--- config.mk ---
export PLATFORM = sky130hd
export DESIGN_NAME = dtbg_csr
export DESIGN_NICKNAME = d
export VERILOG_FILES = /design/src/hw/rtl/dual_tone_beat_generator_assert.svh /design/src/hw/rtl/dtbg_pkg.sv /design/src/hw/rtl/dtbg_csr.sv
export SDC_FILE = /design/constraint.sdc
export NUM_CORES = 1
export LEC_CHECK = 0
export BUFFER_PORTS_ARGS = -buffer_cell sky130_fd_sc_hd__clkbuf_2
export CAP_MARGIN = 5
export CORE_ASPECT_RATIO = 0.5
export CORE_MARGIN = 5
export CORE_UTILIZATION = 37
export CTS_CLUSTER_SIZE = 14
export DETAILED_ROUTE_END_ITERATION = 8
export GPL_TIMING_DRIVEN = 0
export HOLD_SLACK_MARGIN = 0.02
export PLACE_DENSITY_LB_ADDON = 0.15
export SLEW_MARGIN = 20
export SYNTH_ARGS = -nofsm -noshare
export SYNTH_HDL_FRONTEND = slang
export SYNTH_SLANG_ARGS = --single-unit
--- constraint.sdc ---
create_clock -name clock -period 2 [get_ports clock]
set_input_delay 0.3 -clock clock [delete_from_list [all_inputs] [get_ports clock]]
set_output_delay 0.3 -clock clock [all_outputs]
set_load 0.02 [all_outputs]
--- src/hw/rtl/dual_tone_beat_generator_assert.svh ---
// Assertion macros shared by the beat generator files.
`ifndef DUAL_TONE_BEAT_GENERATOR_ASSERT_SVH
`define DUAL_TONE_BEAT_GENERATOR_ASSERT_SVH

// Same-cycle implication.
`define DTBG_ASSERT_SAME(label, clk, rst, ante, cons) \
   label: assert property (@(posedge clk) disable iff (rst) (ante) |-> (cons)) \
      else $error("dtbg assertion failed");

// Next-cycle implication.
`define DTBG_ASSERT_NEXT(label, clk, rst, ante, cons) \
   label: assert property (@(posedge clk) disable iff (rst) (ante) |=> (cons)) \
      else $error("dtbg assertion failed");

`endif

--- src/hw/rtl/dtbg_pkg.sv ---
package dtbg_pkg;

   localparam int SINE_ADDR_BITS = 10;
   localparam int PHASE_BITS     = 40;
   localparam int TIME_BITS      = 48;

   localparam int ROM_DEPTH = 1 << SINE_ADDR_BITS;
   localparam int HALF_BITS = (PHASE_BITS + 1) / 2;
   localparam int HIGH_BITS = PHASE_BITS - HALF_BITS;

   localparam int TIME_W   = 48;
   localparam int STEP_W   = 40;
   localparam int GAIN_W   = 24;
   localparam int LEVEL_W  = 32;
   localparam int SAMPLE_W = 32;
   localparam int SINE_W   = 16;
   localparam int SUM_W    = SINE_W + 1;
   localparam int PROD_W   = SUM_W + GAIN_W;
   localparam int FRAC_DROP = 15;
   localparam int ACC_W    = LEVEL_W + FRAC_DROP + 1;

   localparam int CSR_DATA_W = 64;
   localparam int CSR_ADDR_W = 5;

   localparam logic [1:0] CSR_FIRST_STEP  = 2'd0;
   localparam logic [1:0] CSR_SECOND_STEP = 2'd1;
   localparam logic [1:0] CSR_GAIN        = 2'd2;
   localparam logic [1:0] CSR_LEVEL       = 2'd3;

   localparam logic [STEP_W-1:0]         FIRST_STEP_RESET  = STEP_W'(1099512);
   localparam logic [STEP_W-1:0]         SECOND_STEP_RESET = STEP_W'(1209463);
   localparam logic signed [GAIN_W-1:0]  GAIN_RESET        = GAIN_W'(65536);
   localparam logic signed [LEVEL_W-1:0] LEVEL_RESET       = '0;

   typedef struct packed {
      logic [STEP_W-1:0]         first_step;
      logic [STEP_W-1:0]         second_step;
      logic signed [GAIN_W-1:0]  gain;
      logic signed [LEVEL_W-1:0] level;
   } cfg_type;

   typedef struct packed {
      logic [1:0]                quad;
      logic [SINE_ADDR_BITS-1:0] idx;
   } tone_addr_type;

endpackage

--- src/hw/rtl/dtbg_csr.sv ---
module dtbg_csr import dtbg_pkg::*; (
   input  logic                  clock,
   input  logic                  reset,
   input  logic                  psel,
   input  logic                  penable,
   input  logic                  pwrite,
   input  logic [CSR_ADDR_W-1:0] paddr,
   input  logic [CSR_DATA_W-1:0] pwdata,
   output logic [CSR_DATA_W-1:0] prdata,
   output logic                  pready,
   output cfg_type               cfg
);

   logic [STEP_W-1:0]         first_step_ff, first_step_in;
   logic [STEP_W-1:0]         second_step_ff, second_step_in;
   logic signed [GAIN_W-1:0]  gain_ff, gain_in;
   logic signed [LEVEL_W-1:0] level_ff, level_in;
   logic                      wr_en;
   logic [1:0]                index;

   assign pready = 1'b1;
   assign wr_en  = psel && penable && pwrite;
   assign index  = paddr[CSR_ADDR_W-1:3];

   always_comb begin
      first_step_in  = first_step_ff;
      second_step_in = second_step_ff;
      gain_in        = gain_ff;
      level_in       = level_ff;
      if (wr_en) begin
         case (index)
            CSR_FIRST_STEP:  first_step_in  = pwdata[STEP_W-1:0];
            CSR_SECOND_STEP: second_step_in = pwdata[STEP_W-1:0];
            CSR_GAIN:        gain_in        = $signed(pwdata[GAIN_W-1:0]);
            CSR_LEVEL:       level_in       = $signed(pwdata[LEVEL_W-1:0]);
            default: ;
         endcase
      end
   end

   always_ff @(posedge clock) begin
      if (reset) begin
         first_step_ff  <= FIRST_STEP_RESET;
         second_step_ff <= SECOND_STEP_RESET;
         gain_ff        <= GAIN_RESET;
         level_ff       <= LEVEL_RESET;
      end else begin
         first_step_ff  <= first_step_in;
         second_step_ff <= second_step_in;
         gain_ff        <= gain_in;
         level_ff       <= level_in;
      end
   end

   always_comb begin
      case (index)
         CSR_FIRST_STEP:  prdata = CSR_DATA_W'(first_step_ff);
         CSR_SECOND_STEP: prdata = CSR_DATA_W'(second_step_ff);
         CSR_GAIN:        prdata = CSR_DATA_W'(gain_ff);
         CSR_LEVEL:       prdata = CSR_DATA_W'(level_ff);
         default:         prdata = '0;
      endcase
   end

   assign cfg.first_step  = first_step_ff;
   assign cfg.second_step = second_step_ff;
   assign cfg.gain        = gain_ff;
   assign cfg.level       = level_ff;

endmodule

==> results.json <==
{
  "status": "finished clean",
  "initial_core_util": 0.3775,
  "drive_gt1_frac": 0.4057,
  "hold_path.class": "in2reg",
  "placed_area_mm2": 0.008089,
  "synth_top_area_share": 0.4146,
  "synthMuxAreaShare": 0.2938,
  "yosysWarnings": 0,
  "ys_seq_elements": 136,
  "min_period_over_period": 0.9801,
  "dp_hpwl_um": 16610,
  "rsz0062_at_grt": "yes",
  "vias_per_cell": 4.967,
  "synth_top_family_by_area": "multiplexers",
  "grt_overflow": 0,
  "vias": 5667,
  "design.die.area_mm2": 0.02068,
  "finalInstanceArea_mm2": 0.008905,
  "worstPathArrival_ns": 1.66,
  "fill_cells": 1618,
  "min_period_ns": 1.960,
  "worstMarginPinSlew_ns": 0.9024,
  "groute.layer.met1.usage": 0.3124,
  "fp-row-count": 34,
  "cts.htree.levels": 4,
  "gp_congestion": 0.7546,
  "root_buffer": "clkbuf_16",
  "netlist_instances": 623,
  "use_met2": 0.3480,
  "die_w_um": 198.4,
  "cts_tree": "done",
  "layout_common_cells": "clkbuf_2 (242), dfxtp_1 (135), nand2b_1 (131), mux2i_1 (122), nor2_1 (40)",
  "synth_fa_ha_area_frac": 0,
  "irDropWorstVdd_mv": 0.5872,
  "power_leakage_uw": 0.004208,
  "area_delta_synth_final_pct": 35.59,
  "wire_per_inst_um": 20.23,
  "antenna_found_initial": 0,
  "yosysSeqAreaShare": 0.4146,
  "grt_usage": 0.2197,
  "clk_latency_ns": 0.41,
  "synth_area_leader_cell": "dfxtp_1",
  "cp-start-kind": "flip-flop",
  "grt_pass1_vias": 5865,
  "setup_viol": 0,
  "drv_cap": 0,
  "post-route-drc-count": 0,
  "hold_viol": 0,
  "synth_compound_area_frac": 0.04534,
  "cp_data_required_time_ns": 1.70,
  "postRouteAntennaNets": 0,
  "synthTopCellsByArea": "dfxtp_1 (41%), mux2i_1 (19%), nand2b_1 (12%)",
  "syn_area_per_cell_um2": 10.54,
  "postLayoutCoreUtil": 0.5118,
  "synth_edf_count": 0,
  "path_clk_slew_ns": 0.06,
  "powerDensity_mw_per_mm2": 770.1,
  "power_uw": 6857,
  "ctsHoldBuffers": 0,
  "ys_async_sr_fraction": 0,
  "yosys_most_used_dff": "dfxtp_1",
  "wl_um": 23090,
  "grt_pass1_wl_um": 35070,
  "fmax_mhz": 510.2,
  "worst-setup-path-type": "reg2out",
  "drt_iter0_drc": 248,
  "nNetsFinal": 969,
  "clkSinkCount": 136,
  "slew-limit-headroom": 0.3984,
  "synth_xor_area_frac": 0,
  "cts_buffers": 17,
  "skew_ns": 0,
  "maxSlewViolCount": 0,
  "portBuffers": 245,
  "cp_max_fo": 11,
  "ios": 275,
  "core_area_mm2": 0.01740,
  "dr.pass1.iters": 4,
  "gr-usage-met3": 0.03883,
  "yosys.area_share.simple": 0.1768,
  "grt_start_max_net_pins": 17,
  "final_common_cell": "clkbuf_2",
  "syn_nets": 697,
  "top_usage_layer": "met2",
  "diodes": 0,
  "cp-end-kind": "primary output",
  "synthDistinctLibCells": 22,
  "die_y_um": 104.2,
  "syn_area_mm2": 0.006568,
  "clk_path_buf_depth": 2
}
==> layer usage <==
layer	part of all wire	up-vias
li1	-	2662
met2	0.46	176
met4	0.0084	0
met3	0.063	13
met5	0	-
met1	0.47	2816
==> cells by family (layout without fill, tap and decap cells) <==
kind of cell / after synthesis / in the layout
simple gates: 203 / 204
other cells: 1 / 1
buf+inv: 74 / 357
flops: 136 / 136
mux: 154 / 154
compound gates: 55 / 55
==> sequential cells by signal, indices dropped and copies added, names as in the netlist <==
name / cells
first_step_ff: 40
gain_ff: 24
level_ff: 32
second_step_ff: 40
==> synth_stat cells (2+ instances only) <==
library cell	number
nor3_1	2
buf_2	8
a21boi_1	9
inv_2	2
mux4_2	31
nor2_1	41
o21ai_1	26
buf_4	30
mux2i_1	123
clkbuf_1	26
nor2b_1	23
dfxtp_1	136
or3_1	2
o21ai_0	20
buf_6	7
nand2b_1	131
==> report_power, final <==
part	switching (uW)	internal (uW)
combinational	405	266
sequential	31.1	2740
clock	1230	2180
==> area by class of cell <==
type / count / area [um2] / share of cell area
Buffer: 72 / 469.2 / 0.05269
Clock buffer: 20 / 466.7 / 0.05241
Clock inverter: 11 / 171.4 / 0.01925
Inverter: 2 / 7.507 / 0.0008431
Multi-Input combinational cell: 414 / 3426 / 0.3847
Sequential cell: 136 / 2726 / 0.3062
Tap cell: 234 / 292.8 / 0.03288
Timing Repair Buffer: 252 / 1345 / 0.1510
==> stage by stage <==
step                instances  setup TNS, ns  hold slack, ns  setup WS [ns]
floorplan                 623              0          0.4613        0.05478
global placement         1102         -13.68          0.4741        -0.5457
detailed placement       1102         -15.20          0.4810        -0.6035
CTS                      1138        -0.1835          0.1431       -0.02474
global route             1141       -0.06381          0.1617       -0.01536
finish                   1141              0          0.1569        0.03981
==> worst max-delay path, stage by stage (launching register included) <==
cell	delay (ns)
dfxtp_4	0.38
mux2i_4	0.26
buf_12	0.15
nor2_4	0.04
buf_12	0.15
buf_4	0.12
clkbuf_2	0.14
==> timing repair <==
item | in CTS | in global routing
pin swaps | 2 | 0
buffers inserted | 4 | 3
cloned | 1 | 0
endpoints found under the setup margin | 48 | 43
resized for setup | 11 | 19
==> final timing paths <==
check                     startpoint  cells after the start  slack [ns]                  to
hold reg to reg   second_step_ff[30]                      2        0.49  second_step_ff[30]
setup reg to reg         gain_ff[23]                      5        0.75         gain_ff[23]
setup / recovery         gain_ff[23]                      6        0.04          prdata[43]
hold / removal            pwdata[37]                      3        0.16   first_step_ff[37]
(Power assumes the default switching activity.)
