File: config.mk
export PLATFORM = sky130hd
export DESIGN_NAME = dtbg_phase
export DESIGN_NICKNAME = d
export VERILOG_FILES = /design/src/hw/rtl/dtbg_pkg.sv /design/src/hw/rtl/dtbg_phase.sv
export VERILOG_INCLUDE_DIRS = /design/src /design/src/hw/rtl
export SDC_FILE = /design/constraint.sdc
export NUM_CORES = 2
export LEC_CHECK = 0
export BUFFER_PORTS_ARGS = -buffer_cell sky130_fd_sc_hd__buf_4
export CORE_MARGIN = 2
export CORE_UTILIZATION = 60
export CTS_CLUSTER_DIAMETER = 50
export DETAILED_ROUTE_END_ITERATION = 6
export PLACE_DENSITY_LB_ADDON = 0.3
export SLEW_MARGIN = 25
export SYNTH_ARGS = -nofsm -noshare
export SYNTH_HDL_FRONTEND = slang
export SYNTH_SLANG_ARGS = --single-unit
File: constraint.sdc
create_clock -name clock -period 9.3 [get_ports clock]
set_clock_uncertainty 0.2 [all_clocks]
set_input_delay 2.325 -clock clock [delete_from_list [all_inputs] [get_ports clock]]
set_output_delay 2.325 -clock clock [all_outputs]
set_load 0.05 [all_outputs]
File: src/hw/rtl/dual_tone_beat_generator_assert.svh
// Assertion macros shared by the beat generator files.
`ifndef DUAL_TONE_BEAT_GENERATOR_ASSERT_SVH
`define DUAL_TONE_BEAT_GENERATOR_ASSERT_SVH

// Same-cycle implication.
`define DTBG_ASSERT_SAME(label, clk, rst, ante, cons) \
   label: assert property (@(posedge clk) disable iff (rst) (ante) |-> (cons)) \
      else $error("dtbg assertion failed");

// Next-cycle implication.
`define DTBG_ASSERT_NEXT(label, clk, rst, ante, cons) \
   label: assert property (@(posedge clk) disable iff (rst) (ante) |=> (cons)) \
      else $error("dtbg assertion failed");

`endif

File: src/hw/rtl/dtbg_pkg.sv
package dtbg_pkg;

   localparam int SINE_ADDR_BITS = 10;
   localparam int PHASE_BITS     = 40;
   localparam int TIME_BITS      = 48;

   localparam int ROM_DEPTH = 1 << SINE_ADDR_BITS;
   localparam int HALF_BITS = (PHASE_BITS + 1) / 2;
   localparam int HIGH_BITS = PHASE_BITS - HALF_BITS;

   localparam int TIME_W   = 48;
   localparam int STEP_W   = 40;
   localparam int GAIN_W   = 24;
   localparam int LEVEL_W  = 32;
   localparam int SAMPLE_W = 32;
   localparam int SINE_W   = 16;
   localparam int SUM_W    = SINE_W + 1;
   localparam int PROD_W   = SUM_W + GAIN_W;
   localparam int FRAC_DROP = 15;
   localparam int ACC_W    = LEVEL_W + FRAC_DROP + 1;

   localparam int CSR_DATA_W = 64;
   localparam int CSR_ADDR_W = 5;

   localparam logic [1:0] CSR_FIRST_STEP  = 2'd0;
   localparam logic [1:0] CSR_SECOND_STEP = 2'd1;
   localparam logic [1:0] CSR_GAIN        = 2'd2;
   localparam logic [1:0] CSR_LEVEL       = 2'd3;

   localparam logic [STEP_W-1:0]         FIRST_STEP_RESET  = STEP_W'(1099512);
   localparam logic [STEP_W-1:0]         SECOND_STEP_RESET = STEP_W'(1209463);
   localparam logic signed [GAIN_W-1:0]  GAIN_RESET        = GAIN_W'(65536);
   localparam logic signed [LEVEL_W-1:0] LEVEL_RESET       = '0;

   typedef struct packed {
      logic [STEP_W-1:0]         first_step;
      logic [STEP_W-1:0]         second_step;
      logic signed [GAIN_W-1:0]  gain;
      logic signed [LEVEL_W-1:0] level;
   } cfg_type;

   typedef struct packed {
      logic [1:0]                quad;
      logic [SINE_ADDR_BITS-1:0] idx;
   } tone_addr_type;

endpackage

File: src/hw/rtl/dtbg_phase.sv
module dtbg_phase import dtbg_pkg::*; (
   input  logic                clock,
   input  logic                reset,
   input  logic                in_valid,
   output logic                in_ready,
   input  logic [TIME_W-1:0]   time_us,
   input  cfg_type             cfg,
   output logic                out_valid,
   input  logic                out_ready,
   output tone_addr_type [1:0] out_addr
);

   `include "dual_tone_beat_generator_assert.svh"

   localparam logic [TIME_W-1:0] TIME_MASK =
      (TIME_BITS >= TIME_W) ? '1 : TIME_W'((64'd1 << TIME_BITS) - 64'd1);

   logic [63:0]                t_wide;
   logic [PHASE_BITS-1:0]      t_phase;
   logic [HALF_BITS-1:0]       t_low;
   logic [HIGH_BITS-1:0]       t_high;
   logic [1:0][63:0]           step_wide;
   logic [1:0][HALF_BITS-1:0]  s_low;
   logic [1:0][HIGH_BITS-1:0]  s_high;
   logic [1:0][2*HALF_BITS-1:0]         ll_full;
   logic [1:0][HALF_BITS+HIGH_BITS-1:0] lh_full;
   logic [1:0][HALF_BITS+HIGH_BITS-1:0] hl_full;

   logic                        s1_valid_ff;
   logic                        s1_ready;
   logic [1:0][PHASE_BITS-1:0]  ll_ff;
   logic [1:0][HIGH_BITS-1:0]   lh_ff;
   logic [1:0][HIGH_BITS-1:0]   hl_ff;

   logic                        s2_valid_ff;
   logic                        s2_ready;
   logic [1:0][PHASE_BITS-1:0]  phase;
   tone_addr_type [1:0]         addr_in;
   tone_addr_type [1:0]         addr_ff;

   assign t_wide  = 64'(time_us & TIME_MASK);
   assign t_phase = t_wide[PHASE_BITS-1:0];
   assign t_low   = t_phase[HALF_BITS-1:0];
   assign t_high  = t_phase[PHASE_BITS-1:HALF_BITS];

   assign step_wide[0] = 64'(cfg.first_step);
   assign step_wide[1] = 64'(cfg.second_step);

   always_comb begin
      for (int t = 0; t < 2; t++) begin
         s_low[t]   = step_wide[t][HALF_BITS-1:0];
         s_high[t]  = step_wide[t][PHASE_BITS-1:HALF_BITS];
         ll_full[t] = (2*HALF_BITS)'(t_low) * (2*HALF_BITS)'(s_low[t]);
         lh_full[t] = (HALF_BITS+HIGH_BITS)'(t_low) * (HALF_BITS+HIGH_BITS)'(s_high[t]);
         hl_full[t] = (HALF_BITS+HIGH_BITS)'(t_high) * (HALF_BITS+HIGH_BITS)'(s_low[t]);
      end
   end

   assign s2_ready = !s2_valid_ff || out_ready;
   assign s1_ready = !s1_valid_ff || s2_ready;
   assign in_ready = s1_ready;

   always_ff @(posedge clock) begin
      if (reset) begin
         s1_valid_ff <= 1'b0;
      end else if (s1_ready) begin
         s1_valid_ff <= in_valid;
      end
   end

   always_ff @(posedge clock) begin
      if (s1_ready) begin
         for (int t = 0; t < 2; t++) begin
            ll_ff[t] <= ll_full[t][PHASE_BITS-1:0];
            lh_ff[t] <= lh_full[t][HIGH_BITS-1:0];
            hl_ff[t] <= hl_full[t][HIGH_BITS-1:0];
         end
      end
   end

   always_comb begin
      for (int t = 0; t < 2; t++) begin
         phase[t] = ll_ff[t] + {lh_ff[t] + hl_ff[t], {HALF_BITS{1'b0}}};
         addr_in[t].quad = phase[t][PHASE_BITS-1 -: 2];
         addr_in[t].idx  = phase[t][PHASE_BITS-3 -: SINE_ADDR_BITS];
      end
   end

   always_ff @(posedge clock) begin
      if (reset) begin
         s2_valid_ff <= 1'b0;
      end else if (s2_ready) begin
         s2_valid_ff <= s1_valid_ff;
      end
   end

   always_ff @(posedge clock) begin
      if (s2_ready) begin
         addr_ff <= addr_in;
      end
   end

   assign out_valid = s2_valid_ff;
   assign out_addr  = addr_ff;

   `DTBG_ASSERT_NEXT(a_take_fills_s1, clock, reset, in_valid && in_ready, s1_valid_ff)

endmodule

==> results by group <==
Run status
  – Result of the run: complete, no violations

Floorplanning
  – Number of cell rows: 113
  – Number of top-level design ports: 214
  – Placeable core region: 95000 um2
  – Die footprint: 98300 um2
  – Starting density of the core: 60.5%
  – Die extent in y: 314 um
  – Width of the die: 314 um

Drt
  – Detailed Route WL: 143000 um
  – Iteration count of the initial detailed-routing pass: 6
  – Remaining design rule violation count: 0
  – Routed vias: 42200
  – Iteration-0 DRC count of the detailed router: 2723
  – Antenna-violating nets left: 0
  – DR WL/cell: 18.7 um
  – Via density: 5.53

STA
  – Measured slew at the worst slew-check pin: 0.979 ns
  – F_max: 111 MHz
  – Total count of hold-check failures in the final report: 0
  – Worst slew margin relative to its limit: 34.8%
  – Shortest clock period the worst path allows after layout: 9.04 ns
  – Total count of max-transition violations in the final report: 0
  – Period Utilization, post-route: 97.2%
  – Setup violators final: 0

Clocking
  – H-tree levels: 4
  – Total clock buffers created by CTS: 17
  – Clk pin slew, worst setup/hold paths: 0.07 ns
  – Buffer type at the clock tree root: clkbuf_16
  – Post-CTS Repair Setup Buffers: 0
  – Clock latency of the later-clocked register in the worst-skew pair: 0.46 ns
  – Clock tree from TritonCTS: yes
  – Clock buffer depth: 2
  – Clock Sink Count: 146

Logic synthesis
  – Net count of the mapped netlist: 8360
  – Sequential area share after synthesis: 7.59%
  – Synth Cell Area: 57500 um2
  – Count of mapped cells out of synthesis: 6338
  – Warning count from the yosys run: 0
  – Most used flip-flop cell after synthesis: edfxtp_1
  – Number of flops mapped to enable cells by yosys: 144
  – Fraction of registers with async set/reset: 0%
  – Post-Synthesis Mean Instance Area: 9.07 um2
  – Main area contributors after synthesis: fa_1 (41%), ha_1 (14%), inv_1 (9.4%)
  – Number of register bits inferred by synthesis: 146
  – Most frequent cell after synthesis: inv_1
  – Share of Yosys cell area claimed by the top area cell type: 41.4%
  – Commonest cells in the netlist: inv_1 (1438), fa_1 (1188), nand2_1 (874), and2_1 (826), ha_1 (646)
  – Largest area contributor in the synthesized netlist: fa_1
  – Distinct cell type count after synthesis: 63

Worst setup path
  – Maximum fanout count along the critical path: 8
  – Endpoint type of the worst setup path: flop
  – Reg2reg setup slack: 4.13 ns
  – Crit path top cell by count: fa_1
  – Delay of the slowest cell on the worst path: 0.53 ns
  – Arrival time at the worst endpoint: 9.10 ns
  – Start-to-end type of the worst setup path: in2reg
  – Critical path launch point type: primary input
  – Slowest cell on the critical path: fa_1
  – Data required time of the critical path: 9.36 ns

GRT
  – Number of antenna violations at the first check in global routing: 7
  – Largest net degree at the start of global routing: 76
  – Leftover overflow at the end of global routing: 0
  – Global routing usage summed across all routing layers: 30.3%
  – First-pass GRT wire length: 235000 um
  – Vias in the first global route: 45500

Placement
  – Count of buffers from port buffering: 149
  – Final weighted congestion of routability-driven global placement: 0.895
  – DPL Wire Length: 116000 um
  – Cell area after placement: 60300 um2

Cells and area
  – Area taken by flip-flops and latches: 4360 um2
  – Cell area after layout: 60900 um2
  – Filler Cells Inserted: 7799
  – Final core utilization: 64.1%
  – Ratio of cells with drive above 1 in the final layout: 5.73%
  – Final nets: 8375
  – Layout Area Growth over Synthesis: 5.93%
  – Area of the multi-input gates: 46600 um2

Worst hold path
  – HP Class: reg2reg

Job
  – # Max-Cap Violations: 0
==> through the flow <==
| step | hold slack, ns | std cells | setup WS, ns | setup TNS (ns) |
|---|---|---|---|---|
| 6_report | 0.336 | 7635 | 0.257 | 0 |
| 5_1_grt | 0.353 | 7632 | -0.0265 | -0.0265 |
| 4_1_cts | 0.338 | 7631 | 0.187 | 0 |
| 3_5_place_dp | 0.324 | 7599 | -0.292 | -2.36 |
| 3_3_place_gp | 0.313 | 7599 | -0.182 | -1.22 |
| 2_1_floorplan | 0.263 | 6338 | -0.000850 | -0.000850 |
==> worst paths after layout <==
check	from	end	depth (start not counted)
setup / recovery	cfg[58]	ll_ff[74]$_DFFE_PP_	25
hold / removal	s1_valid_ff$_SDFFE_PP0P_	out_valid$_SDFFE_PP0P_	2
setup reg to reg	lh_ff[20]$_DFFE_PP_	out_addr[21]$_DFFE_PP_	16
hold reg to reg	s1_valid_ff$_SDFFE_PP0P_	out_valid$_SDFFE_PP0P_	2
==> placed cells by master, fill, tap and decap left out, types with 7 or more instances in the layout <==
master     synthesis  final
a211oi_1          18     18
o21bai_1          17     17
nor3_1            52     52
edfxtp_1         144    144
nand3_1           34     34
o211ai_1          11     11
a211o_1            7      7
nand2_1          874    873
nand4_1           10     10
a21oi_1          101    100
xnor2_1          234    234
nor2b_1           17     17
a31oi_1           17     17
o21ai_0           47     47
xor2_1            64     64
a21o_1            44     44
fa_1            1188   1187
clkbuf_16          0     17
buf_4              0    304
or3_1             13     13
nor2_1            94     94
o21a_1            16     16
inv_1           1438   1438
and3_1            12     12
ha_1             646    646
nand2b_1          13     13
and2_1           826    826
==> cells by family after synthesis <==
logic type	count (synthesis)	share of synthesized area (%)
fa+ha+maj	1834	55.4
mux	3	0.0544
compound gates	335	3.88
xor+xnor	298	4.54
buf+inv	1752	11.4
simple gates	1970	17.1
flops	146	7.59
==> sequential cells by signal, summed over array words and instances, names as in the netlist <==
register and cells:
out_addr 24, hl_ff 40, lh_ff 40, ll_ff 40, out_valid 1, s1_valid_ff 1
==> area by class of cell <==
type | instances | share of cell area (%)
Timing Repair Buffer | 310 | 3.93
Clock buffer | 18 | 0.705
Antenna cell | 4 | 0.0164
Inverter | 1438 | 8.86
Tap cell | 1265 | 2.60
Sequential cell | 146 | 7.16
Clock inverter | 14 | 0.236
Multi-Input combinational cell | 4440 | 76.5
==> critical path: cells and delay by family <==
kind	cells	cell delay (ns)
adders and majority gates	8	3.78
buffers and inverters	7	0.47
and+or+nand+nor	2	0.59
AOI/OAI and AO/OA	8	1.94
==> repair_timing <==
item	4_1_cts	5_1_grt
endpoints found under the setup margin	0	9
gates resized for setup	0	7
hold buffers	0	0
==> metal layers <==
metal,GRT usage [%],routed length [um],up-vias
li1,-,-,18800
met1,41.9,59600,21500
met2,50.3,67300,1676
met3,4.65,12400,248
met4,8.11,3320,2
met5,0,9,-
Power is left out: the tool's default activity adds up to more than one toggle a clock period on the data nets, which glitch-free logic cannot reach.
