===== src/hw/rtl/dual_tone_beat_generator_assert.svh =====
// Assertion macros shared by the beat generator files.
`ifndef DUAL_TONE_BEAT_GENERATOR_ASSERT_SVH
`define DUAL_TONE_BEAT_GENERATOR_ASSERT_SVH

// Same-cycle implication.
`define DTBG_ASSERT_SAME(label, clk, rst, ante, cons) \
   label: assert property (@(posedge clk) disable iff (rst) (ante) |-> (cons)) \
      else $error("dtbg assertion failed");

// Next-cycle implication.
`define DTBG_ASSERT_NEXT(label, clk, rst, ante, cons) \
   label: assert property (@(posedge clk) disable iff (rst) (ante) |=> (cons)) \
      else $error("dtbg assertion failed");

`endif


===== src/hw/rtl/dtbg_pkg.sv =====
package dtbg_pkg;

   localparam int SINE_ADDR_BITS = 10;
   localparam int PHASE_BITS     = 40;
   localparam int TIME_BITS      = 48;

   localparam int ROM_DEPTH = 1 << SINE_ADDR_BITS;
   localparam int HALF_BITS = (PHASE_BITS + 1) / 2;
   localparam int HIGH_BITS = PHASE_BITS - HALF_BITS;

   localparam int TIME_W   = 48;
   localparam int STEP_W   = 40;
   localparam int GAIN_W   = 24;
   localparam int LEVEL_W  = 32;
   localparam int SAMPLE_W = 32;
   localparam int SINE_W   = 16;
   localparam int SUM_W    = SINE_W + 1;
   localparam int PROD_W   = SUM_W + GAIN_W;
   localparam int FRAC_DROP = 15;
   localparam int ACC_W    = LEVEL_W + FRAC_DROP + 1;

   localparam int CSR_DATA_W = 64;
   localparam int CSR_ADDR_W = 5;

   localparam logic [1:0] CSR_FIRST_STEP  = 2'd0;
   localparam logic [1:0] CSR_SECOND_STEP = 2'd1;
   localparam logic [1:0] CSR_GAIN        = 2'd2;
   localparam logic [1:0] CSR_LEVEL       = 2'd3;

   localparam logic [STEP_W-1:0]         FIRST_STEP_RESET  = STEP_W'(1099512);
   localparam logic [STEP_W-1:0]         SECOND_STEP_RESET = STEP_W'(1209463);
   localparam logic signed [GAIN_W-1:0]  GAIN_RESET        = GAIN_W'(65536);
   localparam logic signed [LEVEL_W-1:0] LEVEL_RESET       = '0;

   typedef struct packed {
      logic [STEP_W-1:0]         first_step;
      logic [STEP_W-1:0]         second_step;
      logic signed [GAIN_W-1:0]  gain;
      logic signed [LEVEL_W-1:0] level;
   } cfg_type;

   typedef struct packed {
      logic [1:0]                quad;
      logic [SINE_ADDR_BITS-1:0] idx;
   } tone_addr_type;

endpackage


===== src/hw/rtl/dtbg_mix.sv =====
module dtbg_mix import dtbg_pkg::*; (
   input  logic                       clock,
   input  logic                       reset,
   input  logic                       in_valid,
   output logic                       in_ready,
   input  logic [1:0][SINE_W-1:0]     in_mag,
   input  logic [1:0]                 in_neg,
   input  cfg_type                    cfg,
   output logic                       out_valid,
   input  logic                       out_ready,
   output logic signed [SAMPLE_W-1:0] sample_value
);

   `include "dual_tone_beat_generator_assert.svh"

   localparam logic signed [ACC_W-1:0] ROUND_HALF = ACC_W'(1) <<< (FRAC_DROP - 1);
   localparam int R_W = ACC_W - FRAC_DROP;
   localparam logic signed [SAMPLE_W-1:0] SAT_MAX = {1'b0, {(SAMPLE_W-1){1'b1}}};
   localparam logic signed [SAMPLE_W-1:0] SAT_MIN = {1'b1, {(SAMPLE_W-1){1'b0}}};

   logic signed [1:0][SUM_W-1:0] tone;
   logic signed [SUM_W-1:0]      sum;
   logic signed [PROD_W-1:0]     p_in;
   logic signed [PROD_W-1:0]     p_ff;
   logic                         p_valid_ff;
   logic                         p_ready;

   logic signed [ACC_W-1:0]      acc;
   logic signed [R_W-1:0]        r;
   logic signed [SAMPLE_W-1:0]   sample_in;
   logic signed [SAMPLE_W-1:0]   sample_ff;
   logic                         out_valid_ff;
   logic                         out_stage_ready;

   always_comb begin
      for (int t = 0; t < 2; t++) begin
         tone[t] = in_neg[t] ? -$signed({1'b0, in_mag[t]}) : $signed({1'b0, in_mag[t]});
      end
      sum  = $signed(tone[0]) + $signed(tone[1]);
      p_in = PROD_W'(sum) * PROD_W'(cfg.gain);
   end

   assign out_stage_ready = !out_valid_ff || out_ready;
   assign p_ready         = !p_valid_ff || out_stage_ready;
   assign in_ready        = p_ready;

   always_ff @(posedge clock) begin
      if (reset) begin
         p_valid_ff <= 1'b0;
      end else if (p_ready) begin
         p_valid_ff <= in_valid;
      end
   end

   always_ff @(posedge clock) begin
      if (p_ready) begin
         p_ff <= p_in;
      end
   end

   always_comb begin
      acc = ACC_W'(p_ff) + ROUND_HALF + (ACC_W'(cfg.level) <<< FRAC_DROP);
      r   = acc[ACC_W-1:FRAC_DROP];
      if (r[R_W-1] != r[SAMPLE_W-1]) begin
         sample_in = r[R_W-1] ? SAT_MIN : SAT_MAX;
      end else begin
         sample_in = r[SAMPLE_W-1:0];
      end
   end

   always_ff @(posedge clock) begin
      if (reset) begin
         out_valid_ff <= 1'b0;
      end else if (out_stage_ready) begin
         out_valid_ff <= p_valid_ff;
      end
   end

   always_ff @(posedge clock) begin
      if (out_stage_ready) begin
         sample_ff <= sample_in;
      end
   end

   assign out_valid    = out_valid_ff;
   assign sample_value = sample_ff;

   `DTBG_ASSERT_NEXT(a_prod_hold, clock, reset, p_valid_ff && !p_ready, p_valid_ff && $stable(p_ff))

endmodule


===== config.mk =====
export PLATFORM = sky130hd
export DESIGN_NAME = dtbg_mix
export DESIGN_NICKNAME = d
export VERILOG_FILES = /design/src/hw/rtl/dtbg_pkg.sv /design/src/hw/rtl/dtbg_mix.sv
export VERILOG_INCLUDE_DIRS = /design/src /design/src/hw/rtl
export SDC_FILE = /design/constraint.sdc
export NUM_CORES = 1
export LEC_CHECK = 0
export BUFFER_PORTS_ARGS = -buffer_cell sky130_fd_sc_hd__buf_2
export CAP_MARGIN = 30
export CORE_MARGIN = 5
export CORE_UTILIZATION = 55
export CTS_CLUSTER_SIZE = 25
export DETAILED_ROUTE_END_ITERATION = 7
export PLACE_DENSITY_LB_ADDON = 0.08
export SYNTH_ARGS = -nofsm -noshare
export SYNTH_HDL_FRONTEND = slang
export SYNTH_SLANG_ARGS = --single-unit
export TNS_END_PERCENT = 100

===== constraint.sdc =====
create_clock -name clock -period 8.78 [get_ports clock]
set_clock_uncertainty 0.05 [all_clocks]
set_input_delay 0.878 -clock clock [delete_from_list [all_inputs] [get_ports clock]]
set_output_delay 0.878 -clock clock [all_outputs]
set_load 0.005 [all_outputs]

==> results of run 1 <==
==> worst max-delay path, delay by kind of cell <==
| kind | cells | cell delay [ns] |
|---|---|---|
| adder cells (fa/ha/maj) | 8 | 3.41 |
| AND/OR/NAND/NOR | 7 | 1.63 |
| AO/OA/AOI/OAI | 10 | 2.03 |
| XOR/XNOR | 3 | 0.44 |
| buffers and inverters | 5 | 0.51 |
==> metrics by stage <==
step	cells	cell area [um^2]	utilization, %	hold WS, ns	setup WS (ns)
after floorplan	2060	19000	-	0.413	-0.103
after global placement	2760	21500	62.6	0.428	-0.602
after detailed placement	2760	21500	62.6	0.451	-0.779
after CTS	2794	22100	64.6	0.464	-0.0590
after global routing	2808	22500	65.7	0.498	-0.331
final	2808	22500	65.7	0.461	-0.0786
==> area by class of cell <==
cell class                 instances  share of cell area (%)
tap                              455                    2.53
inverter                         483                    8.05
sequential                        61                    8.04
timing repair buffer             341                    10.8
clock inverter                     5                   0.161
multi-input combinational       1452                    69.4
clock buffer                      11                    1.08
==> what timing repair did <==
action	4_1_cts	5_1_grt
setup endpoints to repair	14	22
gates cloned	1	1
hold buffers	0	0
pin swaps	39	26
gates resized for setup	51	49
buffers inserted	20	13
hold endpoints to repair	0	0
==> synth_stat cells (2+ instances only) <==
cell,instances,area (um^2)
nand2b_1,11,68.8
buf_6,2,22.5
o21ai_1,4,20.0
o21ba_2,3,30.0
edfxtp_1,59,1770
buf_4,2,15.0
a21o_1,26,195
nor3_1,20,100
nand3_1,8,40.0
or3_1,10,62.6
nor2_1,60,225
o21bai_1,8,60.1
ha_1,145,1810
o41ai_1,6,52.6
a31oi_1,5,31.3
o21a_1,7,52.6
a211o_1,3,26.3
nand4_1,3,18.8
inv_1,483,1810
a21boi_0,4,30.0
a2111o_1,2,22.5
a21oi_1,65,325
dfxtp_1,2,40.0
o31ai_1,9,67.6
or2_2,6,37.5
fa_1,402,8050
nor4b_1,2,17.5
nor2b_1,9,56.3
and2_1,141,882
o21ai_0,44,220
maj3_1,6,60.1
nand2_1,280,1050
o211ai_1,5,37.5
xnor2_1,75,657
buf_2,2,10.0
nor4_1,3,18.8
xor2_1,32,280
and3_1,4,25.0
a21oi_2,14,123
a211oi_1,6,45.0
clkbuf_1,58,218
==> worst paths after layout <==
| check | from | endpoint | slack [ns] | cells past startpoint |
|---|---|---|---|---|
| setup / recovery | in_mag[6] | p_ff[39]$_DFFE_PP_ | -0.08 | 33 |
| hold reg to reg | p_valid_ff$_SDFFE_PP0P_ | out_valid$_SDFFE_PP0P_ | 0.46 | 2 |
| hold / removal | p_valid_ff$_SDFFE_PP0P_ | out_valid$_SDFFE_PP0P_ | 0.46 | 2 |
| setup reg to reg | p_ff[15]$_DFFE_PP_ | sample_value[15]$_DFFE_PP_ | 4.66 | 12 |
==> registers in the layout (all words and copies together) (netlist names) <==
| signal | flops |
|---|---|
| sample_value | 32 |
| p_ff | 27 |
| p_valid_ff | 1 |
| out_valid | 1 |
==> cell families (layout without fill, tap and decap cells) <==
logic type / Yosys count / after routing
adder cells (fa/ha/maj): 553 / 553
buffers and inverters: 547 / 840
XOR/XNOR: 108 / 108
AO/OA/AOI/OAI: 226 / 226
multiplexers: 1 / 1
AND/OR/NAND/NOR: 564 / 564
flip-flops: 61 / 61
==> routing by layer <==
layer	share of wire, %	vias to the layer above
met4	2.9	0
met3	5.6	97
met1	41	7524
li1	-	6824
met5	0	-
met2	50	401
==> metrics.md, run 1 <==
| Metric | Value |
|---|---|
| Number of synthesized flops with an enable pin | `59` |
| Fin crit period | `8.86 ns` |
| Compound-Gate Fraction of Synth Area | `7.84%` |
| Cts bufs inserted | `9` |
| Mux share of post-synthesis cell area | `less than 1%` |
| Std cell rows | `68` |
| Max clock buf depth | `2` |
| Final wirelength | `47500 um` |
| HP Class | `register to register` |
| DR WL/cell | `16.9 um` |
| Commonest non-fill, non-tap cells in the layout | `inv_1, fa_1, nand2_1` |
| Met1 Use GR | `34.3%` |
| # diodes | `0` |
| GR peak layer | `met2` |
| Synth Warn # | `0` |
| First-pass GRT wire length | `~80000 um` |
| Post-Syn Nets | `2781` |
| Avg Cell Area, Syn | `between 9 and 10 um^2` |
| Post-Syn Instances | `2060` |
| DIE WIDTH | `196 um` |
| Main synth FF type | `edfxtp_1` |
| Share of layout cells above drive strength 1 | `between 10% and 20%` |
| GRT met3 Usage | `under 10%` |
| Most common cell after layout, fill and taps aside | `inv_1` |
| Yosys reg bits | `61` |
| Critical-path maximum fanout | `5` |
| Status | `complete, but fails checks` |
| FFs w/ async S/R, synth | `0%` |
| Period utilization | `101%` |
| WP data required | `8.81 ns` |
| CTS tree | `built` |
| Avg Vias per Cell | `between 5 and 6` |
| XOR/XNOR Fraction of Synth Area | `5.09%` |
| Crit path largest cell delay | `between 0.5 and 0.6 ns` |
| Final setup fails | `9` |
| # nets final | `around 3000` |
| Multi-input gate area | `15600 um^2` |
| Initial Utilization | `between 50% and 60%` |
| CTS HTree Levels | `3` |
| Synth Cell Area | `18900 um^2` |
| Most used cell, CP | `fa_1` |
| Yosys cell types | `65` |
| Crit Path Class | `input pin to register` |
| DR iter-0 viols | `a little under 800` |
| DR vias | `14846` |
| Die area | `38200 um^2` |
| Die Y | `196 um` |
| CTS Root Buffer Type | `clkbuf_16` |
| Fill count | `2874` |
| GP Congestion | `0.894` |
| Clk_lat worst skew | `0.33 ns` |
| Failing checks | `negative setup slack` |
| Reg clk slew, reported paths | `roughly 0.05 ns` |
| Crit path DAT | `between 8 and 9 ns` |
| GRT met2 Usage | `about 46%` |
| Pin count of the biggest net entering global routing | `33` |
| DRC | `0` |
| Initial antenna violation count | `0` |
| Hpwl dp | `38600 um` |
| Combinational family with the most area after synthesis | `adder cells` |
| Slew headroom | `42.8%` |
| Register Area | `1810 um^2` |
| Max-Cap Viols | `0` |
| Setup TNS | `-0.389 ns` |
| Syn-to-layout area delta | `18.9%` |
| Setup slack after layout | `-0.0786 ns` |
| GRT Util Overall | `26.0%` |
| Post-Synth Adder-Cell Area | `between 50% and 60%` |
| IO buf count | `127` |
| Sequential element share of the synthesized area | `under 10%` |
| DR pass1 iterations | `7` |
| Endpoint type of the worst setup path | `register` |
| Grt ovf | `0` |
| Core area | `34300 um^2` |
| Critical-path top delay cell | `or4_4` |
| Slew @ Worst Pin | `about 0.86 ns` |
| Sink Count | `61` |
| Final hold viol count | `0` |
| Number of routed nets with antenna violations | `0` |
| Vias in the first global route | `16393` |
| CP Launch Type | `input pin` |
| RSZ-0062 raised after global routing | `true` |
| Final Max Slew Viols | `0` |
| IO Pins | `roughly 210` |
| Fmax | `0.113 GHz` |
| Simple-gate share of the synthesized area | `14.1%` |
Power of run 1 is not shown: default switching activity piles up to over one toggle a cycle in this logic, so the estimate is an artifact.
==> inputs of run 2 (changes only) <==
--- a/config.mk
+++ b/config.mk
@@ -9,7 +9,7 @@
 export BUFFER_PORTS_ARGS = -buffer_cell sky130_fd_sc_hd__buf_2
 export CAP_MARGIN = 30
 export CORE_MARGIN = 5
-export CORE_UTILIZATION = 55
+export CORE_UTILIZATION = 45
 export CTS_CLUSTER_SIZE = 25
 export DETAILED_ROUTE_END_ITERATION = 7
 export PLACE_DENSITY_LB_ADDON = 0.08
==> run 2 against run 1 <==
  * The flow still finishes with violations (negative setup slack)
  * Global-route usage is 4.9 points lower
  * Register-to-register slack worse by 0.05 ns
  * Utilization is 12 points lower
  * Setup slack worse by 0.13 ns
  * Cell area is 0.14% lower
  * Worst hold slack worse by 0.0098 ns
  * First-iteration DRC count is 17% lower
  * Flip-flop and latch count stayed put
  * Maximum frequency is 1.5% lower
  * Via count is 3.0% lower
  * Non-clock buffer count is 11 lower
  * Critical path type unchanged
==> metrics.md, run 2 (same netlist as run 1, synthesis figures left out) <==
| Metric | Value |
|---|---|
| Status | `complete, but fails checks (unchanged)` |
| Failing checks | `negative setup slack (unchanged)` |
| Worst setup endpoint | `p_ff[38]$_DFFE_PP_ (was p_ff[39]$_DFFE_PP_)` |
| R2R Path End | `sample_value[15]$_DFFE_PP_ (unchanged)` |
| Setup TNS | `-1.13 ns (was -0.389 ns)` |
| Fmax | `0.111 GHz (was 0.113 GHz)` |
| Initial antenna violation count | `1 (was 0)` |
| Hold depth | `2 (unchanged)` |
| Grt ovf | `0 (unchanged)` |
| Final hold viol count | `0 (unchanged)` |
| Most common cell after layout, fill and taps aside | `inv_1 (unchanged)` |
| Sink Count | `61 (unchanged)` |
| Initial Utilization | `45.3% (was 55.2%)` |
| Avg Vias per Cell | `4.99 (was 5.29)` |
| Endpoint type of the worst setup path | `register (unchanged)` |
| Crit path largest cell delay | `0.58 ns (was 0.57 ns)` |
| Syn-to-layout area delta | `18.8% (was 18.9%)` |
| R2R Setup Slk | `4.61 ns (was 4.66 ns)` |
| Std cell rows | `75 (was 68)` |
| Commonest non-fill, non-tap cells in the layout | `inv_1, fa_1, nand2_1 (unchanged)` |
| Crit Path Class | `input pin to register (unchanged)` |
| RSZ-0062 raised after global routing | `true (unchanged)` |
| Largest register FFs | `32 (unchanged)` |
| Layout Cells excl Fill | `2883 (was 2808)` |
| Die Y | `215 um (was 196 um)` |
| Setup slack after layout | `-0.213 ns (was -0.0786 ns)` |
| Max clock buf depth | `2 (unchanged)` |
| Hpwl dp | `39000 um (was 38600 um)` |
| Fin crit period | `8.99 ns (was 8.86 ns)` |
| GP Congestion | `0.861 (was 0.894)` |
| Pin count of the biggest net entering global routing | `33 (unchanged)` |
| Final core utilization | `53.9% (was 65.7%)` |
| DR WL/cell | `16.3 um (was 16.9 um)` |
| First-pass GRT wire length | `79700 um (was 80300 um)` |
| GRT Util Overall | `21.1% (was 26.0%)` |
| Core area | `41800 um^2 (was 34300 um^2)` |
| Slew @ Worst Pin | `0.669 ns (was 0.858 ns)` |
| CTS tree | `built (unchanged)` |
| CTS Root Buffer Type | `clkbuf_16 (unchanged)` |
| Most used cell, CP | `fa_1 (unchanged)` |
| Cts bufs inserted | `9 (unchanged)` |
| HP Class | `register to register (unchanged)` |
| Crit path DAT | `9.02 ns (was 8.89 ns)` |
| Share of layout cells above drive strength 1 | `19.1% (was 19.8%)` |
| Final wirelength | `47000 um (was 47500 um)` |
| Die area | `46300 um^2 (was 38200 um^2)` |
| DR iter-0 viols | `641 (was 769)` |
| Placed insts | `2852 (was 2760)` |
| Fill count | `3932 (was 2874)` |
| DR pass1 iterations | `4 (was 7)` |
| Final instance area | `22500 um^2 (about the same)` |
| DR vias | `14398 (was 14846)` |
| Period utilization | `102% (was 101%)` |
| IO buf count | `127 (unchanged)` |
| Worst r2r src | `p_ff[15]$_DFFE_PP_ (unchanged)` |
| Worst setup startpoint | `in_mag[6] (unchanged)` |
| Clk_lat worst skew | `0.33 ns (about the same)` |
| Slew headroom | `55.3% (was 42.8%)` |
| IO Pins | `208 (unchanged)` |
| DIE WIDTH | `215 um (was 196 um)` |
| CP Launch Type | `input pin (unchanged)` |
| Final setup fails | `9 (unchanged)` |
| Critical-path top delay cell | `or4_4 (unchanged)` |
| Final Max Slew Viols | `0 (unchanged)` |
| # nets final | `3058 (was 3069)` |
| Post-CTS Hold Fix Bufs | `0 (unchanged)` |
| Critical-path maximum fanout | `5 (unchanged)` |
| Max-Cap Viols | `0 (unchanged)` |
| Vias in the first global route | `15980 (was 16393)` |
| WP data required | `8.81 ns (about the same)` |
| Reg clk slew, reported paths | `0.06 ns (was 0.05 ns)` |
| CTS HTree Levels | `3 (unchanged)` |
| DRC | `0 (unchanged)` |
| Dpl cell area | `21700 um^2 (was 21500 um^2)` |
| Number of routed nets with antenna violations | `0 (unchanged)` |
| Register-to-Register Path Depth | `12 (unchanged)` |
## run 2: worst min path at each step
| stage | slack, ns | start | endpoint |
|---|---|---|---|
| floorplan | 0.41 | p_valid_ff$_SDFFE_PP0P_ | out_valid$_SDFFE_PP0P_ |
| global placement | 0.43 | p_valid_ff$_SDFFE_PP0P_ | out_valid$_SDFFE_PP0P_ |
| detailed placement | 0.45 | p_valid_ff$_SDFFE_PP0P_ | out_valid$_SDFFE_PP0P_ |
| CTS | 0.45 | p_valid_ff$_SDFFE_PP0P_ | out_valid$_SDFFE_PP0P_ |
| global route | 0.49 | p_valid_ff$_SDFFE_PP0P_ | out_valid$_SDFFE_PP0P_ |
| finish | 0.45 | p_valid_ff$_SDFFE_PP0P_ | out_valid$_SDFFE_PP0P_ |
## run 2: layer usage
| metal | vias to the layer above | global-route usage [%] | share of wire [%] | routed length [um] |
|---|---|---|---|---|
| met5 | - | 0 | 0 | 0 |
| met4 | 0 | 4.76 | 2.4 | 1130 |
| met3 | 54 | 2.32 | 3.1 | 1430 |
| met2 | 220 | 37.6 | 51 | 23800 |
| met1 | 7312 | 27.9 | 44 | 20600 |
| li1 | 6812 | - | - | - |
## run 2: worst max-delay path, delay by kind of cell
family / cells / cell delay (ns)
AOI/OAI and AO/OA: 12 / 2.16
adders and majority gates: 8 / 3.45
xor gates and xnor gates: 3 / 0.46
buffers and inverters: 7 / 0.81
and+or+nand+nor: 5 / 1.25
## run 2: stage by stage
stage                     hold WS, ns  worst slack (ns)
after CTS                       0.455            -0.219
after floorplan                 0.413            -0.103
after detailed placement        0.445            -0.777
after global placement          0.428            -0.723
final                           0.451            -0.213
after global routing            0.485            -0.534
## run 2: what timing repair did
| item | CTS | global route |
|---|---|---|
| pin swaps | 28 | 26 |
| setup endpoints to repair | 14 | 24 |
| endpoints found under the hold margin | 0 | 0 |
| cloned | 1 | 0 |
| buffers inserted | 15 | 4 |
| resized for setup | 31 | 48 |
## run 2: cell type report
type,instances,area (um^2),area share [%]
clock buffers,9,225,1.00
well taps,539,674,3.00
clock inverters,7,73.8,0.328
inverters,483,1810,8.06
diodes,2,5.00,0.0223
repair buffers,330,2330,10.4
multi-input cells,1452,15600,69.2
flip-flops and latches,61,1810,8.06
Power of run 2 is left out for the same reason.
==> inputs of run 3 (changes only) <==
--- a/config.mk
+++ b/config.mk
@@ -8,6 +8,7 @@
 export LEC_CHECK = 0
 export BUFFER_PORTS_ARGS = -buffer_cell sky130_fd_sc_hd__buf_2
 export CAP_MARGIN = 30
+export CORE_ASPECT_RATIO = 1.5
 export CORE_MARGIN = 5
 export CORE_UTILIZATION = 45
 export CTS_CLUSTER_SIZE = 25
==> run 3 against run 2 <==
  * Utilization down 0.27 points
  * Setup slack better by 0.087 ns
  * Highest routed layer is now met5
  * Worst hold slack better by 0.0066 ns
  * The flow still finishes with violations (negative setup slack)
  * Cell area down 0.45%
==> metrics.md, run 3 (same netlist as run 1, synthesis figures left out) <==
| Metric | Value |
|---|---|
| DR iter-0 viols | `539 (was 641)` |
| RSZ-0062 raised after global routing | `true (unchanged)` |
| Crit Path Class | `input pin to register (unchanged)` |
| CP Launch Type | `input pin (unchanged)` |
| Pin count of the biggest net entering global routing | `33 (unchanged)` |
| Hold Crit Start | `p_valid_ff$_SDFFE_PP0P_ (unchanged)` |
| Die Y | `261 um (was 215 um)` |
| Core area | `41800 um^2 (about the same)` |
| Failing checks | `negative setup slack (unchanged)` |
| Critical-path top delay cell | `or4_4 (unchanged)` |
| Fin crit period | `8.91 ns (was 8.99 ns)` |
| Worst r2r src | `p_ff[15]$_DFFE_PP_ (unchanged)` |
| CTS HTree Levels | `3 (unchanged)` |
| Crit path largest cell delay | `0.56 ns (was 0.58 ns)` |
| DR vias | `14400 (was 14398)` |
| Syn-to-layout area delta | `18.2% (was 18.8%)` |
| CTS tree | `built (unchanged)` |
| Avg Vias per Cell | `4.95 (was 4.99)` |
| Layout Cells excl Fill | `2908 (was 2883)` |
| Max clock buf depth | `2 (unchanged)` |
| Register Area | `1810 um^2 (unchanged)` |
| DR WL/cell | `16.0 um (was 16.3 um)` |
| Status | `complete, but fails checks (unchanged)` |
| DR pass1 iterations | `7 (was 4)` |
| Hold Path End | `out_valid$_SDFFE_PP0P_ (unchanged)` |
| R2R Setup Slk | `4.87 ns (was 4.61 ns)` |
| Vias in the first global route | `16208 (was 15980)` |
| DRC | `0 (unchanged)` |
| Cts bufs inserted | `9 (unchanged)` |
| GP Congestion | `0.859 (was 0.861)` |
| Initial Utilization | `45.3% (about the same)` |
| Commonest non-fill, non-tap cells in the layout | `inv_1, fa_1, nand2_1 (unchanged)` |
| Most used cell, CP | `fa_1 (unchanged)` |
| Hpwl dp | `39800 um (was 39000 um)` |
| Fill count | `3940 (was 3932)` |
| Std cell rows | `92 (was 75)` |
| First-pass GRT wire length | `78200 um (was 79700 um)` |
| Largest register FFs | `32 (unchanged)` |
| Final Max Slew Viols | `0 (unchanged)` |
| Hold depth | `2 (unchanged)` |
| R2R Path End | `sample_value[2]$_DFFE_PP_ (was sample_value[15]$_DFFE_PP_)` |
| Die area | `46400 um^2 (was 46300 um^2)` |
| Setup slack after layout | `-0.126 ns (was -0.213 ns)` |
| Most common cell after layout, fill and taps aside | `inv_1 (unchanged)` |
| Max-Cap Viols | `0 (unchanged)` |
| Placed insts | `2875 (was 2852)` |
| # nets final | `3059 (was 3058)` |
| Endpoint type of the worst setup path | `register (unchanged)` |
| Slew @ Worst Pin | `0.898 ns (was 0.669 ns)` |
| Final setup fails | `5 (was 9)` |
| DIE WIDTH | `177 um (was 215 um)` |
| Clk_lat worst skew | `0.34 ns (was 0.33 ns)` |
| Register-to-Register Path Depth | `13 (was 12)` |
| IO Pins | `208 (unchanged)` |
| Period utilization | `101% (was 102%)` |
| HP Class | `register to register (unchanged)` |
| Number of routed nets with antenna violations | `0 (unchanged)` |
| Reg clk slew, reported paths | `0.05 ns (was 0.06 ns)` |
| Share of layout cells above drive strength 1 | `18.9% (was 19.1%)` |
| IO buf count | `127 (unchanged)` |
| WHS | `0.458 ns (was 0.451 ns)` |
| Slew headroom | `40.2% (was 55.3%)` |
| Sink Count | `61 (unchanged)` |
| Crit path DAT | `8.94 ns (was 9.02 ns)` |
| Fmax | `0.112 GHz (was 0.111 GHz)` |
| WP data required | `8.81 ns (about the same)` |
| Grt ovf | `0 (unchanged)` |
| Final wirelength | `46500 um (was 47000 um)` |
| Initial antenna violation count | `2 (was 1)` |
| CTS Root Buffer Type | `clkbuf_16 (unchanged)` |
| Multi-input gate area | `15500 um^2 (was 15600 um^2)` |
| Critical-path maximum fanout | `4 (was 5)` |
| Final hold viol count | `0 (unchanged)` |
| GRT Util Overall | `21.0% (was 21.1%)` |
-- run 3: cell count changes in the layout (fill, tap and decap cells not counted), sizes merged --
| cell | change |
|---|---|
| buf | +1 |
| clkinv | +2 |
| clkinvlp | -1 |
| diode | -1 |
| inv | -1 |
-- run 3: worst max-delay path by stage --
stage                         end  slack, ns  cells past startpoint      start
4_1_cts        p_ff[37]$_DFFE_PP_      -0.14                     35  in_mag[6]
3_3_place_gp   p_ff[37]$_DFFE_PP_      -0.65                     33  in_mag[3]
3_5_place_dp   p_ff[37]$_DFFE_PP_      -0.78                     33  in_mag[3]
5_1_grt        p_ff[36]$_DFFE_PP_      -0.43                     35  in_mag[6]
6_report       p_ff[40]$_DFFE_PP_      -0.13                     33  in_mag[6]
2_1_floorplan  p_ff[37]$_DFFE_PP_      -0.10                     32  in_mag[3]
-- run 3: area by class of cell --
| cell class | instances | area share (%) |
|---|---|---|
| timing repair buffer | 331 | 10.3 |
| sequential | 61 | 8.09 |
| clock buffer | 9 | 1.01 |
| tap | 564 | 3.15 |
| inverter | 483 | 8.10 |
| antenna | 1 | 0.0112 |
| clock inverter | 7 | 0.251 |
| multi-input combinational | 1452 | 69.1 |
-- run 3: timing repair --
item                                    CTS  global route
cloned                                    1             0
pin swaps                                29            32
endpoints found under the setup margin   13            19
gates resized for setup                  38            35
hold buffers                              0             0
buffers inserted                         12             4
-- run 3: stage by stage --
step / instance area [um^2] / util, % / worst slack [ns] / setup TNS (ns)
after global placement: 21700 / 51.9 / -0.654 / -6.51
after CTS: 22300 / 53.3 / -0.140 / -0.636
final: 22400 / 53.6 / -0.126 / -0.421
after detailed placement: 21700 / 51.9 / -0.777 / -8.45
after global routing: 22400 / 53.6 / -0.435 / -4.28
after floorplan: 19000 / - / -0.103 / -0.290
-- run 3: worst max-delay path, delay by kind of cell --
family                     cells  cell delay (ns)
buffers and inverters          5             0.43
xor gates and xnor gates       3             0.42
and+or+nand+nor                8             1.90
adders and majority gates      8             3.48
AOI/OAI and AO/OA              9             1.79
-- run 3: routing by layer --
| layer | part of all wire, % | vias to the layer above | GRT usage [%] | routed length (um) |
|---|---|---|---|---|
| met4 | 2.1 | 2 | 5.20 | 976 |
| li1 | - | 6787 | - | - |
| met1 | 39 | 7264 | 24.9 | 18400 |
| met5 | 0.028 | - | 0 | 13 |
| met2 | 55 | 287 | 40.3 | 25400 |
| met3 | 3.8 | 60 | 2.21 | 1750 |
Power of run 3 is left out for the same reason.
